[src/design/cbfsm_pkg.sv]
`default_nettype none

package cbfsm_pkg;

    localparam int TEXT_DEPTH    = 256;
    localparam int PATTERN_DEPTH = 64;

    localparam int TEXT_AW = (TEXT_DEPTH > 1) ? $clog2(TEXT_DEPTH) : 1;
    localparam int TEXT_CW = $clog2(TEXT_DEPTH + 1);
    localparam int PAT_AW  = (PATTERN_DEPTH > 1) ? $clog2(PATTERN_DEPTH) : 1;
    localparam int PAT_CW  = $clog2(PATTERN_DEPTH + 1);
    localparam int SUM_W   = ((TEXT_CW > PAT_CW) ? TEXT_CW : PAT_CW) + 1;

    localparam int CMD_W = 3;
    localparam int CH_W  = 8;
    localparam int LEN_W = 9;
    localparam int POS_W = 8;

    typedef enum logic [4:0] {
        OP_NONE,
        OP_LOAD,
        OP_CLR_T,
        OP_WR_T,
        OP_CLR_P,
        OP_WR_P,
        OP_SET_OVF,
        OP_ZERO_I,
        OP_RD_FIND,
        OP_HIT,
        OP_INC_I,
        OP_ZERO_S,
        OP_SET_FOUND,
        OP_ZERO_K,
        OP_RD_MATCH,
        OP_INC_K,
        OP_INC_S,
        OP_EMIT
    } op_t;

    typedef struct packed {
        op_t op;
    } ctl_t;

    typedef struct packed {
        logic             in_valid;
        logic [CMD_W-1:0] command;
        logic             text_full;
        logic             pat_full;
        logic             text_end;
        logic             byte_eq;
        logic             pat_empty;
        logic             no_room;
        logic             pat_end;
        logic             pair_eq;
        logic             out_free;
    } status_t;

endpackage

`default_nettype wire

[src/design/cbfsm_if.sv]
`default_nettype none

interface cbfsm_cmd_if;
    import cbfsm_pkg::*;

    logic             valid;
    logic             ready;
    logic [CMD_W-1:0] command;
    logic [CH_W-1:0]  ch;

    modport source (output valid, output command, output ch, input ready);
    modport sink   (input valid, input command, input ch, output ready);
endinterface

interface cbfsm_res_if;
    import cbfsm_pkg::*;

    logic             valid;
    logic             ready;
    logic [LEN_W-1:0] text_len;
    logic             found;
    logic [POS_W-1:0] position;
    logic             overflow;

    modport source (output valid, output text_len, output found, output position,
                    output overflow, input ready);
    modport sink   (input valid, input text_len, input found, input position,
                    input overflow, output ready);
endinterface

`default_nettype wire

[src/design/cbfsm_seq.sv]
`default_nettype none

module cbfsm_seq (
    input  logic               clk,
    input  logic               rst_n,
    input  cbfsm_pkg::status_t status,
    output cbfsm_pkg::ctl_t    ctl
);
    import cbfsm_pkg::*;

    localparam logic [CMD_W-1:0] CMD_CLEAR_TEXT     = CMD_W'(0);
    localparam logic [CMD_W-1:0] CMD_APPEND_TEXT    = CMD_W'(1);
    localparam logic [CMD_W-1:0] CMD_CLEAR_PATTERN  = CMD_W'(2);
    localparam logic [CMD_W-1:0] CMD_APPEND_PATTERN = CMD_W'(3);
    localparam logic [CMD_W-1:0] CMD_FIND           = CMD_W'(4);
    localparam logic [CMD_W-1:0] CMD_MATCH          = CMD_W'(5);

    typedef enum logic [4:0] {
        S_IDLE,
        S_CLR_T,
        S_APP_T,
        S_APP_T_WR,
        S_CLR_P,
        S_APP_P,
        S_APP_P_WR,
        S_OVF,
        S_FIND,
        S_FIND_RD,
        S_FIND_CMP,
        S_FIND_HIT,
        S_FIND_NEXT,
        S_MATCH,
        S_MATCH_HIT,
        S_MATCH_CHK,
        S_MATCH_RD,
        S_MATCH_CMP,
        S_MATCH_NEXTK,
        S_MATCH_NEXTS,
        S_RESP
    } step_t;

    typedef enum logic [3:0] {
        COND_ALWAYS,
        COND_DISPATCH,
        COND_TEXT_FULL,
        COND_PAT_FULL,
        COND_TEXT_END,
        COND_BYTE_EQ,
        COND_PAT_EMPTY,
        COND_NO_ROOM,
        COND_PAT_END,
        COND_PAIR_EQ,
        COND_OUT_FREE
    } cond_t;

    typedef struct packed {
        op_t   op;
        cond_t cond;
        step_t jmp;
        step_t nxt;
    } uword_t;

    // control store: jmp if cond holds, else nxt; dispatch decodes cmd
    function automatic uword_t rom(input step_t s);
        uword_t w;
        unique case (s)
            S_IDLE:        w = '{OP_LOAD,      COND_DISPATCH,  S_IDLE,        S_IDLE};
            S_CLR_T:       w = '{OP_CLR_T,     COND_ALWAYS,    S_RESP,        S_RESP};
            S_APP_T:       w = '{OP_NONE,      COND_TEXT_FULL, S_OVF,         S_APP_T_WR};
            S_APP_T_WR:    w = '{OP_WR_T,      COND_ALWAYS,    S_RESP,        S_RESP};
            S_CLR_P:       w = '{OP_CLR_P,     COND_ALWAYS,    S_RESP,        S_RESP};
            S_APP_P:       w = '{OP_NONE,      COND_PAT_FULL,  S_OVF,         S_APP_P_WR};
            S_APP_P_WR:    w = '{OP_WR_P,      COND_ALWAYS,    S_RESP,        S_RESP};
            S_OVF:         w = '{OP_SET_OVF,   COND_ALWAYS,    S_RESP,        S_RESP};
            S_FIND:        w = '{OP_ZERO_I,    COND_ALWAYS,    S_FIND_RD,     S_FIND_RD};
            S_FIND_RD:     w = '{OP_RD_FIND,   COND_TEXT_END,  S_RESP,        S_FIND_CMP};
            S_FIND_CMP:    w = '{OP_NONE,      COND_BYTE_EQ,   S_FIND_HIT,    S_FIND_NEXT};
            S_FIND_HIT:    w = '{OP_HIT,       COND_ALWAYS,    S_RESP,        S_RESP};
            S_FIND_NEXT:   w = '{OP_INC_I,     COND_ALWAYS,    S_FIND_RD,     S_FIND_RD};
            S_MATCH:       w = '{OP_ZERO_S,    COND_PAT_EMPTY, S_MATCH_HIT,   S_MATCH_CHK};
            S_MATCH_HIT:   w = '{OP_SET_FOUND, COND_ALWAYS,    S_RESP,        S_RESP};
            S_MATCH_CHK:   w = '{OP_ZERO_K,    COND_NO_ROOM,   S_RESP,        S_MATCH_RD};
            S_MATCH_RD:    w = '{OP_RD_MATCH,  COND_PAT_END,   S_MATCH_HIT,   S_MATCH_CMP};
            S_MATCH_CMP:   w = '{OP_NONE,      COND_PAIR_EQ,   S_MATCH_NEXTK, S_MATCH_NEXTS};
            S_MATCH_NEXTK: w = '{OP_INC_K,     COND_ALWAYS,    S_MATCH_RD,    S_MATCH_RD};
            S_MATCH_NEXTS: w = '{OP_INC_S,     COND_ALWAYS,    S_MATCH_CHK,   S_MATCH_CHK};
            S_RESP:        w = '{OP_EMIT,      COND_OUT_FREE,  S_IDLE,        S_RESP};
            default:       w = '{OP_NONE,      COND_ALWAYS,    S_IDLE,        S_IDLE};
        endcase
        return w;
    endfunction

    function automatic step_t dispatch(input logic [CMD_W-1:0] c);
        step_t s;
        unique case (c)
            CMD_CLEAR_TEXT:     s = S_CLR_T;
            CMD_APPEND_TEXT:    s = S_APP_T;
            CMD_CLEAR_PATTERN:  s = S_CLR_P;
            CMD_APPEND_PATTERN: s = S_APP_P;
            CMD_FIND:           s = S_FIND;
            CMD_MATCH:          s = S_MATCH;
            default:            s = S_RESP;
        endcase
        return s;
    endfunction

    step_t  step_reg;
    step_t  step_next;
    uword_t word;
    logic   taken;

    always_comb
    begin
        word = rom(step_reg);
        unique case (word.cond)
            COND_ALWAYS:    taken = 1'b1;
            COND_DISPATCH:  taken = 1'b0;
            COND_TEXT_FULL: taken = status.text_full;
            COND_PAT_FULL:  taken = status.pat_full;
            COND_TEXT_END:  taken = status.text_end;
            COND_BYTE_EQ:   taken = status.byte_eq;
            COND_PAT_EMPTY: taken = status.pat_empty;
            COND_NO_ROOM:   taken = status.no_room;
            COND_PAT_END:   taken = status.pat_end;
            COND_PAIR_EQ:   taken = status.pair_eq;
            COND_OUT_FREE:  taken = status.out_free;
            default:        taken = 1'b0;
        endcase
        if (word.cond == COND_DISPATCH)
        begin
            step_next = status.in_valid ? dispatch(status.command) : S_IDLE;
        end
        else
        begin
            step_next = taken ? word.jmp : word.nxt;
        end
        ctl.op = word.op;
    end

    always_ff @(posedge clk or negedge rst_n)
    begin
        if (!rst_n)
        begin
            step_reg <= S_IDLE;
        end
        else
        begin
            step_reg <= step_next;
        end
    end

endmodule

`default_nettype wire

[src/design/cbfsm_dp.sv]
`default_nettype none

module cbfsm_dp (
    input  logic               clk,
    input  logic               rst_n,
    cbfsm_cmd_if.sink          cmd,
    cbfsm_res_if.source        res,
    input  cbfsm_pkg::ctl_t    ctl,
    output cbfsm_pkg::status_t status
);
    import cbfsm_pkg::*;

    logic [CH_W-1:0]    text_mem [TEXT_DEPTH];
    logic [CH_W-1:0]    pat_mem  [PATTERN_DEPTH];

    logic [TEXT_CW-1:0] tc_reg;
    logic [PAT_CW-1:0]  pc_reg;
    logic [TEXT_CW-1:0] i_reg;
    logic [TEXT_CW-1:0] s_reg;
    logic [PAT_CW-1:0]  k_reg;
    logic [CH_W-1:0]    ch_reg;
    logic [CH_W-1:0]    trd_reg;
    logic [CH_W-1:0]    prd_reg;
    logic               found_reg;
    logic [POS_W-1:0]   pos_reg;
    logic               ovf_reg;

    logic               out_valid_reg;
    logic [LEN_W-1:0]   len_out_reg;
    logic               found_out_reg;
    logic [POS_W-1:0]   pos_out_reg;
    logic               ovf_out_reg;

    logic               fire;
    logic               out_free;
    logic               emit;
    logic [SUM_W-1:0]   tk_sum;
    logic [SUM_W-1:0]   end_sum;
    logic [TEXT_AW-1:0] t_rd_addr;
    logic               t_rd_en;

    assign cmd.ready = (ctl.op == OP_LOAD);
    assign fire      = cmd.valid && cmd.ready;
    assign out_free  = !out_valid_reg || res.ready;
    assign emit      = (ctl.op == OP_EMIT) && out_free;

    assign tk_sum    = SUM_W'(s_reg) + SUM_W'(k_reg);
    assign end_sum   = SUM_W'(s_reg) + SUM_W'(pc_reg);
    assign t_rd_en   = (ctl.op == OP_RD_FIND) || (ctl.op == OP_RD_MATCH);
    assign t_rd_addr = (ctl.op == OP_RD_MATCH) ? tk_sum[TEXT_AW-1:0] : i_reg[TEXT_AW-1:0];

    always_comb
    begin
        status.in_valid  = cmd.valid;
        status.command   = cmd.command;
        status.text_full = (tc_reg == TEXT_CW'(TEXT_DEPTH));
        status.pat_full  = (pc_reg == PAT_CW'(PATTERN_DEPTH));
        status.text_end  = (i_reg >= tc_reg);
        status.byte_eq   = (trd_reg == ch_reg);
        status.pat_empty = (pc_reg == '0);
        status.no_room   = (end_sum > SUM_W'(tc_reg));
        status.pat_end   = (k_reg == pc_reg);
        status.pair_eq   = (trd_reg == prd_reg);
        status.out_free  = out_free;
    end

    // text and pattern stores, registered read
    always_ff @(posedge clk)
    begin
        if (ctl.op == OP_WR_T)
        begin
            text_mem[tc_reg[TEXT_AW-1:0]] <= ch_reg;
        end
        if (t_rd_en)
        begin
            trd_reg <= text_mem[t_rd_addr];
        end
    end

    always_ff @(posedge clk)
    begin
        if (ctl.op == OP_WR_P)
        begin
            pat_mem[pc_reg[PAT_AW-1:0]] <= ch_reg;
        end
        if (ctl.op == OP_RD_MATCH)
        begin
            prd_reg <= pat_mem[k_reg[PAT_AW-1:0]];
        end
    end

    always_ff @(posedge clk or negedge rst_n)
    begin
        if (!rst_n)
        begin
            tc_reg        <= '0;
            pc_reg        <= '0;
            out_valid_reg <= 1'b0;
        end
        else
        begin
            unique case (ctl.op)
                OP_CLR_T: tc_reg <= '0;
                OP_WR_T:  tc_reg <= tc_reg + TEXT_CW'(1);
                OP_CLR_P: pc_reg <= '0;
                OP_WR_P:  pc_reg <= pc_reg + PAT_CW'(1);
                default:  ;
            endcase
            if (emit)
            begin
                out_valid_reg <= 1'b1;
            end
            else if (res.ready)
            begin
                out_valid_reg <= 1'b0;
            end
        end
    end

    always_ff @(posedge clk)
    begin
        unique case (ctl.op)
            OP_LOAD:
            begin
                if (fire)
                begin
                    ch_reg    <= cmd.ch;
                    found_reg <= 1'b0;
                    pos_reg   <= '0;
                    ovf_reg   <= 1'b0;
                end
            end
            OP_SET_OVF:   ovf_reg <= 1'b1;
            OP_ZERO_I:    i_reg <= '0;
            OP_HIT:
            begin
                found_reg <= 1'b1;
                pos_reg   <= POS_W'(i_reg);
            end
            OP_INC_I:     i_reg <= i_reg + TEXT_CW'(1);
            OP_ZERO_S:    s_reg <= '0;
            OP_SET_FOUND: found_reg <= 1'b1;
            OP_ZERO_K:    k_reg <= '0;
            OP_INC_K:     k_reg <= k_reg + PAT_CW'(1);
            OP_INC_S:     s_reg <= s_reg + TEXT_CW'(1);
            default:      ;
        endcase
        if (emit)
        begin
            len_out_reg   <= LEN_W'(tc_reg);
            found_out_reg <= found_reg;
            pos_out_reg   <= pos_reg;
            ovf_out_reg   <= ovf_reg;
        end
    end

    assign res.valid    = out_valid_reg;
    assign res.text_len = len_out_reg;
    assign res.found    = found_out_reg;
    assign res.position = pos_out_reg;
    assign res.overflow = ovf_out_reg;

endmodule

`default_nettype wire

[src/design/char_buffer_find_and_substring_match.sv]
// channel  modport  payload                               transfer
// cmd      sink     command[2:0], ch[7:0]                 valid && ready
// res      source   text_len[8:0], found, position[7:0],  valid && ready
//                   overflow
//
// one item at a time; clear and append run their own states, then emit from S_RESP
// find scans the text in three steps per byte: read, compare, advance
// match tries each start offset in turn and compares the pattern byte by byte
// rst_n clears both counts at once; the stores need no clearing pass
// a result waits in the output register while the next command is taken
`default_nettype none

module char_buffer_find_and_substring_match (
    input  logic        clk,
    input  logic        rst_n,
    cbfsm_cmd_if.sink   cmd,
    cbfsm_res_if.source res
);
    import cbfsm_pkg::*;

    ctl_t    ctl;
    status_t status;

    cbfsm_seq u_seq (
        .clk    (clk),
        .rst_n  (rst_n),
        .status (status),
        .ctl    (ctl)
    );

    cbfsm_dp u_dp (
        .clk    (clk),
        .rst_n  (rst_n),
        .cmd    (cmd),
        .res    (res),
        .ctl    (ctl),
        .status (status)
    );

endmodule

`default_nettype wire

[src/flat_wrapper.sv]
// flat-port wrapper written by rule: the top's interface ports become plain ports
module char_buffer_find_and_substring_match_flat import cbfsm_pkg::*;
  (clk, rst_n, cmd_valid, cmd_command, cmd_ch, cmd_ready, res_valid, res_text_len, res_found, res_position, res_overflow, res_ready);
  cbfsm_cmd_if cmd_i ();
  cbfsm_res_if res_i ();
  input  logic clk;
  input  logic rst_n;
  input wire logic [$bits(cmd_i.valid)-1:0] cmd_valid;
  input wire logic [$bits(cmd_i.command)-1:0] cmd_command;
  input wire logic [$bits(cmd_i.ch)-1:0] cmd_ch;
  output wire logic [$bits(cmd_i.ready)-1:0] cmd_ready;
  output wire logic [$bits(res_i.valid)-1:0] res_valid;
  output wire logic [$bits(res_i.text_len)-1:0] res_text_len;
  output wire logic [$bits(res_i.found)-1:0] res_found;
  output wire logic [$bits(res_i.position)-1:0] res_position;
  output wire logic [$bits(res_i.overflow)-1:0] res_overflow;
  input wire logic [$bits(res_i.ready)-1:0] res_ready;
  assign cmd_i.valid = cmd_valid;
  assign cmd_i.command = cmd_command;
  assign cmd_i.ch = cmd_ch;
  assign cmd_ready = cmd_i.ready;
  assign res_valid = res_i.valid;
  assign res_text_len = res_i.text_len;
  assign res_found = res_i.found;
  assign res_position = res_i.position;
  assign res_overflow = res_i.overflow;
  assign res_i.ready = res_ready;
  char_buffer_find_and_substring_match u_core (.clk(clk), .rst_n(rst_n), .cmd(cmd_i), .res(res_i));
endmodule
[config.mk]
export PLATFORM = sky130hd
export DESIGN_NAME = char_buffer_find_and_substring_match_flat
export DESIGN_NICKNAME = d
export VERILOG_FILES = /design/src/design/cbfsm_pkg.sv /design/src/design/cbfsm_if.sv /design/src/design/cbfsm_seq.sv /design/src/design/cbfsm_dp.sv /design/src/design/char_buffer_find_and_substring_match.sv /design/src/flat_wrapper.sv
export SDC_FILE = /design/constraint.sdc
export NUM_CORES = 2
export LEC_CHECK = 0
export BUFFER_PORTS_ARGS = -buffer_cell sky130_fd_sc_hd__buf_2
export CAP_MARGIN = 20
export CORE_ASPECT_RATIO = 0.6
export CORE_MARGIN = 1
export CORE_UTILIZATION = 50
export CTS_CLUSTER_DIAMETER = 80
export DETAILED_ROUTE_END_ITERATION = 8
export PLACE_DENSITY = 0.68
export SLEW_MARGIN = 5
export SYNTH_ARGS = -nofsm -noshare
export SYNTH_HDL_FRONTEND = slang
export SYNTH_SLANG_ARGS = --single-unit
[constraint.sdc]
create_clock -name clk -period 6.6 [get_ports clk]
set_input_delay 0.66 -clock clk [delete_from_list [all_inputs] [get_ports clk]]
set_output_delay 0.66 -clock clk [all_outputs]
set_load 0.03 [all_outputs]
---- After elaboration in Yosys (flattened, before gate mapping) ----
Memories as Yosys holds them, arrays and structs flattened. A register that Yosys moved wholly into a read port is not among the register bits.
Cells that the tools add are included.
word-level totals
  memories ................................ 3
  bits in registers ....................... 84
  ROM bits ................................ 608
  bits of input ports ..................... 15
  memory bits (writable) .................. 2,560
  latch bits .............................. 0
operators by class
  multiplexer cells ....................... 22
  $add $sub $neg .......................... 7
  magnitude comparators ................... 2
  eq/ne operators ......................... 38
  shift operators ......................... 0
  bitwise operators ....................... 0
  divide/modulo/power cells ............... 0
  reduce and logical (&&, ||, !) cells .... 22
  multiply operators ...................... 0
memory list
  name                  depth  bits a word  rd ports  clocked after Yosys merged registers in  write ports  line             source
  u_core.u_dp.text_mem  256    8            1         1                                        1            cbfsm_dp.sv:13   logic [CH_W-1:0] text_mem [TEXT_DEPTH];
  (no name shown)       32     19           1         0                                        0            cbfsm_seq.sv:66  unique case (s)
  u_core.u_dp.pat_mem   64     8            1         1                                        1            cbfsm_dp.sv:14   logic [CH_W-1:0] pat_mem [PATTERN_DEPTH];
operators by type and width
  kind                                                                    count
  9-bit case mux with 2 select lines                                      3
  5-bit by 4-bit equality test with 1-bit output (second input constant)  8
  5-bit case mux with 6 select lines                                      1
  7-bit case mux with 2 select lines                                      2
  9-bit by 1-bit adder with 9-bit output (second input constant)          3
  5-bit by 3-bit equality test with 1-bit output (second input constant)  4
  2-bit nonzero test                                                      9
  4-bit by 3-bit equality test with 1-bit output (second input constant)  4
  8-bit equality test                                                     2
  8-bit 2-to-1 mux                                                        2
  8-bit case mux with 2 select lines                                      1
  5-bit 2-to-1 mux                                                        3
  7-bit by 1-bit adder with 7-bit output (second input constant)          2
  4-bit equality test (second input constant)                             3
  9-bit by 7-bit adder with 10-bit output                                 1
  5-bit by 2-bit equality test with 1-bit output (second input constant)  2
  5-bit equality test (second input constant)                             2
  10-bit by 9-bit > comparator with 1-bit output                          1
  1-bit case mux with 10 select lines                                     1
  9-bit equality test (second input constant)                             1
  9-bit >= comparator                                                     1
  8-bit by 7-bit adder with 8-bit output                                  1
  4-bit by 2-bit equality test with 1-bit output (second input constant)  2
  2-bit AND reduction                                                     4
  other kinds (17)                                                        28

---- Logic depth before layout (Yosys ltp) ----
  depth after elaboration ................. 5
  mapped depth ............................ 21
  depth with buffers taken out ............ 19

---- By module ----
Synthesis repeated with hierarchy kept, for this count alone.
unflattened totals
  cells, all modules ...................... 7,231
  area, all modules ....................... 107,524.4 um2
by module, submodules not included
  module     area each (um2)  instances  sequential area each (um2)  cells each
  cbfsm_dp   106,402.0        1          79,641.4                    7,081
  cbfsm_seq  1,122.3          1          125.1                       150

---- Least setup slack after synthesis ----
Ideal clock, no wire load.
  path type ............................... register to register
  start point ............................. register u_core.u_dp.ch_reg[5]
  end point ............................... register u_core.u_seq.step_reg[4]
  stages on the path, launching flop included .. 11
  buffers on the path ..................... 1
  arrival time ............................ 6,349 ps
  data required time ...................... 6,476 ps
  clock period less this slack ............ 6,473 ps
  setup slack ............................. 127 ps
  library setup time ...................... 124 ps
  path through ............................ edfxtp_1 -> a22oi_1 -> a21oi_1 -> and4_1 -> o221ai_1 -> or4_1 -> o31ai_1 -> or2_1 -> clkbuf_1 -> mux2i_1 -> o31a_1
between the ends
  longest elaborated chain between the ends .. 4
RTL lines
  item                                 line              source
  start: declaration                   cbfsm_dp.sv:21    logic [CH_W-1:0] ch_reg;
  start signal: assignment             cbfsm_dp.sv:127   ch_reg <= cmd.ch;
  8-bit equality test                  cbfsm_dp.sv:59    status.byte_eq = (trd_reg == ch_reg);
  1-bit case mux with 10 select lines  cbfsm_seq.sv:115  unique case (word.cond)
  5-bit 2-to-1 mux                     cbfsm_seq.sv:135  step_next = taken ? word.jmp : word.nxt;
  5-bit 2-to-1 mux                     cbfsm_seq.sv:129  if (word.cond == COND_DISPATCH)
  named net u_core.u_seq.step_next[4]  cbfsm_seq.sv:108  step_t step_next;
  end signal: assignment               cbfsm_seq.sv:148  step_reg <= step_next;
  end: declaration                     cbfsm_seq.sv:107  step_t step_reg;
The timed path passes the listed nets, and every way through them passes these cells.
A chain may end at the register's enable or synchronous reset.

---- Worst setup path after layout ----
  start point ............................. register u_core.u_seq.step_reg[0]
  end point ............................... register u_core.u_dp.trd_reg[7] (read register of u_core.u_dp.text_mem) (data pin)
between the ends
  longest elaborated chain between the ends .. 3
RTL lines
  item                                                               line                            source
  memory 32 x 19 bit *                                               --
  5-bit by 4-bit equality test with 1-bit output (on tied branches)  cbfsm_dp.sv:49, cbfsm_dp.sv:50
  8-bit 2-to-1 mux or 1-bit logical OR (tied branches)               cbfsm_dp.sv:50, cbfsm_dp.sv:49
  end: declaration                                                   cbfsm_dp.sv:22                  logic [CH_W-1:0] trd_reg;
Mark *: on every way between the ends. The rest lies on a longest branch, timed or not.

==> results.py <==
metrics = {
    "status": {
        "status": "completed",
    },
    "yosys": {
        "synth_top_area_share": 0.739,
        "synth_area_leaders": "edfxtp_1, nand2_1, mux2i_1, mux4_2, nand3_1",
        "yosys_warnings": 0,
        "synth_nets": 7085,
        "seq_area_frac_synth": 0.744,
        "syn-cell-area_um2": 107000,
        "syn_avg_cell_area_um2": 15.3,
        "async_reset_ff_frac": 0.00827,
        "synth-edff-count": 2638,
        "synth_top_area_cell": "edfxtp_1",
        "synth-seq-cells": 2660,
        "yosys.cell_types.count": 97,
        "synthFlopType": "edfxtp_1",
        "syn_inst": 7022,
    },
    "grt": {
        "grt_max_degree": 186,
        "antenna_found_initial": 18,
        "track_usage": 0.294,
        "overflow": 0,
        "grt_pass1_wl_um": 456000,
        "grt_pass1_vias": 61700,
    },
    "setup_path": {
        "critPathBufInv": 4,
        "cp_slowest_cell": "o41ai_1",
        "critPathRequiredTime_ns": 7.23,
        "end_kind": "flop",
        "start_kind": "flop",
        "path_cells": "inv_1 -> ha_1 -> and2_1 -> o31ai_1 -> and2_1 -> nand3_4 -> inv_2 -> mux2_4 -> buf_4 -> a31oi_1 -> and3_1 -> o41ai_1 -> buf_4 -> o22ai_1 -> or4_1",
        "max_stage_delay_ns": 0.98,
        "critPathTopFamily": "simple AND/OR/NAND/NOR gates",
        "critPathMaxFanout": 28,
        "worstSetupPathType": "reg -> reg",
        "arrival_ns": 7.14,
    },
    "final_layout": {
        "largest_reg_flops": 2048,
        "finalNetCount": 7190,
        "final_cell_mix": "edfxtp_1, nand2_1, nor2_1",
        "final_common_cell": "edfxtp_1",
        "final_util": 0.557,
        "fill_cells": 16500,
        "multi_input_area_um2": 25300,
        "syn2layout_area_growth_pct": 10.6,
        "drive_gt1_frac": 0.114,
        "seqCellArea_um2": 79800,
    },
    "cts": {
        "clockRootBuffer": "clkbuf_16",
        "clockBufferDepth": 4,
        "clkSlewWorstSetupHoldPaths_ns": 0.07,
        "worstSkewPairLatency_ns": 0.89,
        "numCtsBuffers": 232,
        "cts_tree": "built",
        "cts_num_sinks": 2660,
        "htree_levels": 4,
    },
    "placement": {
        "portBuffers": 35,
        "post-dp-hpwl_um": 207000,
        "place_congestion": 0.951,
    },
    "pwr": {
        "power_w": 0.0460,
        "power.leakage_nw": 38.9,
        "pwr_density_cell_nw_per_um2": 388,
        "irDropWorstVdd_mv": 0.319,
    },
    "timing": {
        "maxSlewHeadroom": 0.0806,
        "hold_slack_ns": 0.179,
        "hold_viol_final": 0,
        "finalSetupViolCount": 0,
        "rsz0062_at_grt": "yes",
        "tightest_slew_ns": 1.38,
        "max_freq_mhz": 154,
        "final.setup.tns_ns": 0,
        "skew_ns": 0.0373,
        "maxSlewViolCount": 0,
        "min_period_over_period": 0.986,
        "period_needed_ns": 6.51,
    },
    "floorplanning": {
        "initial_core_util": 0.504,
        "dieArea_um2": 216000,
        "die_y_um": 361,
        "fp.coreArea_um2": 213000,
        "fp.dieW_um": 600,
        "ioPinCount": 36,
        "rows": 131,
    },
    "drt": {
        "highest_layer": "met5",
        "vias_per_cell": 6.54,
        "antenna_left": 0,
        "vias": 66600,
        "wl_met3_um": 54300,
        "first_pass_iters": 7,
        "route.detailed.drc": 0,
        "met2_length_um": 129000,
        "wl_per_cell_um": 31.8,
        "wl_um": 324000,
        "drtIter0Drc": 12000,
        "wl_met1_um": 130000,
    },
    "run": {
        "cap_viol_max_count": 0,
    },
    "min_path": {
        "hp-class": "in -> reg",
    },
}
-- per-layer routing --
metal | up-vias | track usage
li1 | 27300 | -
met1 | 33500 | 0.449
met2 | 5098 | 0.383
met3 | 642 | 0.120
met4 | 8 | 0.0830
met5 | - | 0.00444
-- kinds of logic after synthesis --
| kind of cell | after synthesis | synth area share |
|---|---|---|
| XOR/XNOR | 39 | 0.00319 |
| buffers and inverters | 482 | 0.0222 |
| AND/OR/NAND/NOR | 2309 | 0.0921 |
| adder cells (fa/ha/maj) | 48 | 0.00574 |
| flip-flops | 2660 | 0.744 |
| multiplexers | 569 | 0.0733 |
| AO/OA/AOI/OAI | 915 | 0.0592 |
-- worst paths after layout --
check	from	depth (start not counted)	slack [ns]	endpoint
max	u_core.u_seq.step_reg[0]	15	0.09	u_core.u_dp.trd_reg[7]
min	cmd_command[2]	3	0.18	u_core.u_seq.step_reg[1]
max reg2reg	u_core.u_seq.step_reg[0]	15	0.09	u_core.u_dp.trd_reg[7]
min reg2reg	u_core.u_dp.pos_reg[1]	0	0.43	u_core.u_dp.res.position[1]
max in group asynchronous	rst_n	2	5.61	u_core.u_seq.step_reg[3]
min in group asynchronous	rst_n	2	0.44	u_core.u_dp.res.valid
-- power by group --
part           switching (W)  internal, W  leakage, nW
sequential          0.000275       0.0197         24.0
clock                0.00609      0.00695         3.41
combinational        0.00944      0.00362         11.4
-- final cells by class --
cell class                      instances  area share
Sequential cell                      2660       0.673
Multi-Input combinational cell       3881       0.213
Clock buffer                          301      0.0521
Tap cell                             2859      0.0302
Timing Repair Buffer                  315      0.0234
Clock inverter                        108     0.00670
Inverter                               37     0.00117
Antenna cell                           12    0.000253
-- Yosys cell counts, types with 53 or more instances --
cell,instances
nor2_1,415
nand4_1,53
nand3_1,343
edfxtp_1,2638
nand2_1,1268
a32oi_1,77
o21ai_0,88
and3_1,76
a211oi_1,63
mux2i_1,392
mux4_2,169
buf_2,192
a31oi_1,170
o22ai_1,87
a21oi_1,177
clkbuf_1,145
-- worst register-to-register path: cells and delay by family (launching register included) --
family / cells / cell delay (ns)
simple gates: 5 / 1.64
compound gates: 4 / 1.55
buf+inv: 4 / 1.39
mux: 1 / 0.75
flops: 1 / 0.57
fa+ha+maj: 1 / 0.36
-- per-stage QoR --
stage               setup slack (ns)  area [um2]  cells
floorplan                      0.127      107000   7022
global route                 -0.0244      118000  10200
finish                        0.0935      119000  10200
CTS                            0.104      118000  10200
detailed placement            0.0866      111000   9735
global placement              0.0902      111000   9734
-- timing repair --
action | 4_1_cts | 5_1_grt
resized for setup | 0 | 3
hold buffers | 9 | 0
hold endpoints to repair | 30 | 0
endpoints found under the setup margin | 0 | 6
setup buffers | 0 | 5
Power figures use the tool's default switching activity.
